### config.mk
export PLATFORM = sky130hd
export DESIGN_NAME = cluster_barrier_and_irq_unit
export DESIGN_NICKNAME = d
export VERILOG_FILES = /design/src/hw/rtl/cbiu_pkg.sv /design/src/hw/rtl/cluster_barrier_and_irq_unit.sv
export SDC_FILE = /design/constraint.sdc
export NUM_CORES = 1
export LEC_CHECK = 0
export BUFFER_PORTS_ARGS = -buffer_cell sky130_fd_sc_hd__buf_2
export CORE_MARGIN = 4
export CORE_UTILIZATION = 53
export CTS_BUF_LIST = sky130_fd_sc_hd__clkbuf_8
export CTS_CLUSTER_SIZE = 20
export DETAILED_ROUTE_END_ITERATION = 8
export PLACE_DENSITY = 0.8
export SLEW_MARGIN = 20
export SYNTH_ARGS = -nofsm -noshare
export SYNTH_HDL_FRONTEND = slang
export SYNTH_SLANG_ARGS = --single-unit
### constraint.sdc
create_clock -name clk -period 2.6 [get_ports clk]
set_input_delay 0.39 -clock clk [delete_from_list [all_inputs] [get_ports clk]]
set_output_delay 0.39 -clock clk [all_outputs]
set_load 0.05 [all_outputs]
### src/hw/rtl/cbiu_pkg.sv
// Package for the cluster barrier and interrupt unit: constants, codes, field layout
`default_nettype none
package cbiu_pkg;

  localparam int NUM_CORES   = 8;
  localparam int CORE_MASK_W = NUM_CORES;
  localparam int WIDE_W      = (NUM_CORES > 8) ? NUM_CORES : 8;

  localparam int IN_DATA_W  = 16;
  localparam int IN_USER_W  = 3;
  localparam int OUT_DATA_W = 24;

  localparam logic [CORE_MASK_W-1:0] ALL_CORES = {CORE_MASK_W{1'b1}};

  typedef enum logic [1:0] {
    CMD_BARRIER   = 2'd0,
    CMD_IRQ_SET   = 2'd1,
    CMD_IRQ_CLEAR = 2'd2
  } cmd_t;

  // interrupt bits that map to an existing core
  function automatic logic [7:0] irq_valid_mask();
    logic [7:0] m;
    m = '0;
    for (int i = 0; i < 8; i++) begin
      m[i] = (i < NUM_CORES);
    end
    return m;
  endfunction

  function automatic logic [7:0] mask_to_byte(input logic [CORE_MASK_W-1:0] m);
    logic [WIDE_W-1:0] w;
    w = WIDE_W'(m);
    return w[7:0];
  endfunction

endpackage
`default_nettype wire

### src/hw/rtl/cluster_barrier_and_irq_unit.sv
// The result of an input transaction is registered and appears on the master side in the cycle after it is accepted.
// Throughput: one transaction per cycle; s_tready follows m_tready or an empty
// result register, so the only back-pressure comes from the output register.
// Reset (rst, synchronous, active high) clears the arrival and waiting masks,
// lowers all interrupt lines and empties the result register.
`default_nettype none
module cluster_barrier_and_irq_unit (
  input  wire logic                           clk,
  input  wire logic                           rst,
  input  wire logic                           s_tvalid,
  output logic                                s_tready,
  // [2:0] core_id, [10:3] bit_mask, [15:11] zero
  input  wire logic [cbiu_pkg::IN_DATA_W-1:0] s_tdata,
  // [1:0] command, [2] from_core_port
  input  wire logic [cbiu_pkg::IN_USER_W-1:0] s_tuser,
  output logic                                m_tvalid,
  input  wire logic                           m_tready,
  // [0] stall_requester, [1] barrier_done, [9:2] release_mask, [17:10] irq_levels,
  // [23:18] zero
  output logic [cbiu_pkg::OUT_DATA_W-1:0]     m_tdata
);

  logic [cbiu_pkg::CORE_MASK_W-1:0] arrived, arrived_next;
  logic [cbiu_pkg::CORE_MASK_W-1:0] waiting, waiting_next;
  logic [7:0]                       irq_state, irq_state_next;
  logic [cbiu_pkg::OUT_DATA_W-1:0]  out_data, out_data_next;
  logic                             out_valid;

  cbiu_pkg::cmd_t                   command;
  logic                             from_core_port;
  logic [2:0]                       core_id;
  logic [7:0]                       bit_mask;
  logic [cbiu_pkg::CORE_MASK_W-1:0] core_hit, arrived_set;
  logic                             core_ok;
  logic                             stall, done;
  logic [cbiu_pkg::CORE_MASK_W-1:0] release_set;
  logic                             accept;

  assign command        = cbiu_pkg::cmd_t'(s_tuser[1:0]);
  assign from_core_port = s_tuser[2];
  assign core_id        = s_tdata[2:0];
  assign bit_mask       = s_tdata[10:3] & cbiu_pkg::irq_valid_mask();

  assign s_tready = !out_valid || m_tready;
  assign accept   = s_tvalid && s_tready;
  assign m_tvalid = out_valid;
  assign m_tdata  = out_data;

  assign core_hit    = cbiu_pkg::CORE_MASK_W'(1) << core_id;
  assign core_ok     = 32'(core_id) < cbiu_pkg::NUM_CORES;
  assign arrived_set = arrived | core_hit;

  always_comb begin
    arrived_next   = arrived;
    waiting_next   = waiting;
    irq_state_next = irq_state;
    stall          = 1'b0;
    done           = 1'b0;
    release_set    = '0;
    unique case (command)
      cbiu_pkg::CMD_BARRIER: begin
        if (from_core_port && core_ok) begin
          if (arrived_set == cbiu_pkg::ALL_CORES) begin
            done         = 1'b1;
            release_set  = waiting;
            arrived_next = '0;
            waiting_next = '0;
          end else begin
            stall        = 1'b1;
            arrived_next = arrived_set;
            waiting_next = waiting | core_hit;
          end
        end
      end
      cbiu_pkg::CMD_IRQ_SET:   irq_state_next = irq_state | bit_mask;
      cbiu_pkg::CMD_IRQ_CLEAR: irq_state_next = irq_state & ~bit_mask;
      default: ;
    endcase
    out_data_next = {6'd0, irq_state_next, cbiu_pkg::mask_to_byte(release_set), done, stall};
  end

  always_ff @(posedge clk) begin
    if (rst) begin
      arrived   <= '0;
      waiting   <= '0;
      irq_state <= '0;
      out_valid <= 1'b0;
    end else begin
      if (accept) begin
        arrived   <= arrived_next;
        waiting   <= waiting_next;
        irq_state <= irq_state_next;
        out_valid <= 1'b1;
      end else if (m_tready) begin
        out_valid <= 1'b0;
      end
    end
  end

  always_ff @(posedge clk) begin
    if (accept) begin
      out_data <= out_data_next;
    end
  end

endmodule
`default_nettype wire

# ---- Yosys cells after proc, flatten, opt, wreduce, memory -nomap -nowiden
# Cells that the tools add are included.
dict set report word_totals {
  register_bits 43
  inputBits 23
  out_inout_bits 26
  elab_cells 31
}
dict set report classes {
  eq_ne 3
  shift 1
  mux 7
  n_bitwise 5
  n_reduce_logical 8
}
# operator count
set op_table {}
lappend op_table {{bitwise OR 8 bit} 3}
lappend op_table {{2-to-1 mux 8 bit} 2}
lappend op_table {{one-hot mux 8 bit (2 select lines)} 1}
lappend op_table {{bitwise AND 8 bit} 1}
lappend op_table {{equality test 8 bit, second input constant} 1}
lappend op_table {{NOT 8 bit} 1}
lappend op_table {{left shift 1 x 3 -> 8 bit, first input constant} 1}
lappend op_table {{AND reduction 3 bit} 2}
lappend op_table {{2-to-1 mux 1 bit} 4}
lappend op_table {{equality test 2 x 1 -> 1 bit, second input constant} 1}
lappend op_table {{equality test 2 bit, second input constant} 1}
lappend op_table {{zero test 2 bit} 1}
lappend op_table {{AND reduction 2 bit} 1}
lappend op_table {{nonzero test 2 bit} 1}
lappend op_table {{logical AND 1 bit} 1}
lappend op_table {{zero test 1 bit} 1}
lappend op_table {{logical OR 1 bit} 1}

# ---- Depth between registers and ports, before layout
dict set report logic_depth {
  word_depth 4
  depth_mapped 8
  ltp_nobuf 6
}

# ---- Least setup slack after synthesis
# No wires, ideal clock.
dict set report synth_path {
  path_type {reg-to-reg}
  from {register out_valid, in the netlist m_tvalid}
  to {register out_data (netlist bit m_tdata[0]), enable pin}
  setup_ps 373
  arrival_time_ps 1866
  path_slack_ps 362
  path_stages_with_launch 5
  n_path_buf 0
  synth_period_minus_slack_ps 2238
  cell_sequence {dfxtp_1 > nor2b_1 > inv_1 > nand2_1 > inv_1}
}
dict set report synth_between {
  elab_chain_len 3
}
# item line_no
set synth_rtl {}
lappend synth_rtl {{from (decl)} cluster_barrier_and_irq_unit.sv:27} ;# logic out_valid;
lappend synth_rtl {{from (signal assigned)} cluster_barrier_and_irq_unit.sv:87} ;# out_valid <= 1'b0;
lappend synth_rtl {{from (signal assigned)} cluster_barrier_and_irq_unit.sv:93} ;# out_valid <= 1'b1;
lappend synth_rtl {{from (signal assigned)} cluster_barrier_and_irq_unit.sv:95} ;# out_valid <= 1'b0;
lappend synth_rtl {{zero test 1 bit} cluster_barrier_and_irq_unit.sv:44} ;# assign s_tready = !out_valid || m_tready;
lappend synth_rtl {{logical OR 1 bit} cluster_barrier_and_irq_unit.sv:44}
lappend synth_rtl {{named net s_tready} cluster_barrier_and_irq_unit.sv:11} ;# output logic s_tready,
lappend synth_rtl {{logical AND 1 bit} cluster_barrier_and_irq_unit.sv:45} ;# assign accept = s_tvalid && s_tready;
lappend synth_rtl {{named net accept} cluster_barrier_and_irq_unit.sv:37} ;# logic accept;
lappend synth_rtl {{to (signal assigned)} cluster_barrier_and_irq_unit.sv:102} ;# out_data <= out_data_next;
lappend synth_rtl {{to (decl)} cluster_barrier_and_irq_unit.sv:26} ;# logic [cbiu_pkg::OUT_DATA_W-1:0] out_data, out_data_next;
# The timed path passes the listed nets, and every way through them passes these cells.
# A chain may end at the register's enable or synchronous reset.

# ---- Worst setup path in the final report
dict set report layout_path {
  from {input port s_tuser[1] (netlist name)}
  to {register irq_state[0]}
}
dict set report layout_between {
  elab_chain_len 2
}
# item line_no
set layout_rtl {}
lappend layout_rtl {{from (decl)} cluster_barrier_and_irq_unit.sv:15} ;# input wire logic [cbiu_pkg::IN_USER_W-1:0] s_tuser,
lappend layout_rtl {{equality test 2 bit / equality test 2 x 1 -> 1 bit (equally long branches)} cluster_barrier_and_irq_unit.sv:60} ;# unique case (command)
lappend layout_rtl {{one-hot mux 8 bit (2 select lines) *} cluster_barrier_and_irq_unit.sv:60}
lappend layout_rtl {{named net irq_state_next[0]} cluster_barrier_and_irq_unit.sv:25} ;# logic [7:0] irq_state, irq_state_next;
lappend layout_rtl {{to (signal assigned)} cluster_barrier_and_irq_unit.sv:92} ;# irq_state <= irq_state_next;
lappend layout_rtl {{to (decl)} cluster_barrier_and_irq_unit.sv:25}
# Mark *: on every way through the listed nets, which the timed path passes. The rest lies on a longest branch.

==> summary.md <==
| Metric | Value |
|---|---|
| Setup bufs post-CTS | `0` |
| Power Density | `653 mW/mm^2` |
| Worst-case clock buffer depth | `2` |
| Routed vias/inst | `5.62` |
| Fmax | `554 MHz` |
| Synthesized instance count | `175` |
| WL final | `3800 um` |
| WL met1 | `1620 um` |
| Die Ht | `68.6 um` |
| Max Cap Viol | `0` |
| DR WL met2 | `1910 um` |
| Clock skew | `8.48 ps` |
| GRT overflow | `0` |
| Min-delay src | `s_tvalid` |
| HPWL Detailed | `2690 um` |
| Die area | `0.00470 mm^2` |
| R2R Path Start | `arrived[3]$_SDFFE_PP0P_` |
| Leakage | `0.873 nW` |
| First-pass GRT wire length | `6080 um` |
| CP startpoint kind | `primary input` |
| # fillers | `288` |
| Initial Util | `0.565` |
| Critical path class | `in2reg` |
| Largest net degree at the start of global routing | `27` |
| Fin crit period | `1810 ps` |
| DR pass1 iterations | `4` |
| Synthesized flop and latch total | `43` |
| Skew-Pair Late Insertion Delay | `290 ps` |
| Unrepaired setup endpoints after global routing | `no` |
| Vias in the first global route | `1392` |
| Rows | `21` |
| Antenna viol nets, final | `0` |
| Metal3 WL | `219 um` |
| CP max FO | `9` |
| R2R depth | `5` |
| Highest metal used | `met4` |
| Area grow syn2layout | `14.9%` |
| Final Hold Viols | `0` |
| Relative slew margins | `0.581` |
| Cts repair resizes | `0` |
| Fin util | `0.649` |
| Root Buffer | `clkbuf_8` |
| Critical path arrival | `1960 ps` |
| Most common cell after layout, fill and taps aside | `buf_2` |
| Min-Delay Path Depth | `3` |
| # H-tree levels | `2` |
| Total GRT Usage | `0.172` |
| HP Class | `in2reg` |
| Worst EP required | `2760 ps` |
| Syn avg cell area | `11.1 um^2` |
| Io pins | `49` |
| Antenna violations before repair | `0` |
| Wire per inst | `14.8 um` |
| Residual DRC count | `0` |
| Warnings from Yosys | `0` |
| Post-Syn Area | `0.00195 mm^2` |
| Post-synth EDFFs | `18` |
| Reg2Reg Setup Slack | `890 ps` |
| Reg2reg end | `m_tdata[7]$_SDFFCE_PN0P_` |
| Core Area | `0.00344 mm^2` |
| Endpoints failing setup | `0` |
| Clk slew on worst S/H paths | `70 ps` |
| Nets | `236` |
| Period utilisation layout | `0.694` |
| Antenna Cells | `0` |
| Hold_buf cts | `0` |
| Seq/Total Area, Yosys | `0.535` |
| GPL Wtd Cong | `0.770` |
| Worst hold endpoint | `m_tvalid$_SDFFE_PP0P_` |
| CTS Buf Count | `5` |
| Most frequent cells in the layout | `buf_2 (37), dfxtp_1 (25), a21oi_1 (23)` |
| Final slew viol count | `0` |
| Peak supply drop | `0.365 mV` |
| Die width | `68.6 um` |
| Share of layout cells above drive strength 1 | `0.256` |
| Status | `completed` |
| Post-route setup TNS | `0 ps` |
| Port buffer count | `37` |
| Slew @ Worst Pin | `628 ps` |
| Synth Flop Type | `dfxtp_1` |
| Sink Count | `43` |
| Vias after detailed routing | `1445` |
| Ys async rst share | `0` |
| Worst setup EP type | `register` |
| Unique masters post-synth | `33` |
| Iteration-0 DRC Markers | `99` |
| CTS tree | `built` |
==> cells in the mapped netlist, drive strengths merged (5+ instances only) <==
cell | instances | share of area
a31oi | 8 | 0.026
dfxtp | 25 | 0.26
and4 | 9 | 0.041
nor2 | 10 | 0.021
a211oi | 18 | 0.069
nand2b | 8 | 0.026
inv | 5 | 0.0096
a21oi | 23 | 0.059
edfxtp | 18 | 0.28
mux2i | 8 | 0.041
clkbuf | 6 | 0.012
buf | 12 | 0.048
==> layer usage <==
layer / GRT usage / up-vias
met2: 0.299 / 39
met3: 0.0502 / 7
met4: 0.0620 / 0
met1: 0.198 / 683
met5: 0 / -
li1: - / 716
==> cell type report <==
cell class	instances	area, um^2	share of cell area
inverters	5	18.8	0.00840
well taps	46	57.6	0.0258
flip-flops and latches	43	1040	0.466
clock buffers	5	68.8	0.0308
multi-input cells	114	795	0.356
clock inverters	3	38.8	0.0174
repair buffers	41	215	0.0963
==> worst max-delay path: stages <==
cell and delay [ps]:
buf_2 90, inv_1 50, ha_1 460, nor2b_1 540, a21oi_1 180, mux2i_1 170, nor2_1 60
==> cell families after synthesis <==
kind of cell / synth area share
AO/OA/AOI/OAI: 0.185
adder cells (fa/ha/maj): 0.0193
buffers and inverters: 0.0688
flip-flops: 0.535
multiplexers: 0.0412
other: 0.00193
AND/OR/NAND/NOR: 0.149
==> sequential cells by signal, indices dropped and copies added (netlist names) <==
| signal | cells |
|---|---|
| irq_state | 8 |
| m_tvalid | 1 |
| arrived | 8 |
| waiting | 8 |
| m_tdata | 18 |
==> power breakdown <==
group / internal [mW] / switching, mW / total, mW
combinational: 0.0543 / 0.172 / 0.227
clock: 0.281 / 0.210 / 0.491
sequential: 0.734 / 0.00921 / 0.743
total: 1.07 / 0.391 / 1.46
==> stage by stage <==
step | hold slack (ps) | total power [mW] | std cells | instance area, um^2 | setup WS (ps)
2_1_floorplan | 465 | 0.936 | 180 | 1960 | 362
3_3_place_gp | 476 | 0.975 | 249 | 2130 | 550
3_5_place_dp | 496 | 0.983 | 249 | 2130 | 509
4_1_cts | 432 | 1.47 | 257 | 2230 | 814
5_1_grt | 451 | 1.52 | 257 | 2230 | 688
6_report | 432 | 1.46 | 257 | 2230 | 794
==> worst max path at each step <==
| stage | slack (ps) | cells past startpoint | from | end |
|---|---|---|---|---|
| detailed placement | 510 | 6 | s_tdata[2] | m_tdata[4]$_SDFFCE_PN0P_ |
| global placement | 550 | 6 | s_tdata[2] | m_tdata[9]$_SDFFCE_PN0P_ |
| finish | 790 | 7 | s_tuser[1] | irq_state[0]$_SDFFE_PP0P_ |
| floorplan | 360 | 4 | m_tvalid$_SDFFE_PP0P_ | m_tdata[0]$_SDFFCE_PN0P_ |
| global route | 690 | 7 | s_tuser[0] | irq_state[5]$_SDFFE_PP0P_ |
| CTS | 810 | 6 | s_tdata[2] | m_tdata[7]$_SDFFCE_PN0P_ |
No activity file was read; power rests on OpenSTA's default activity.
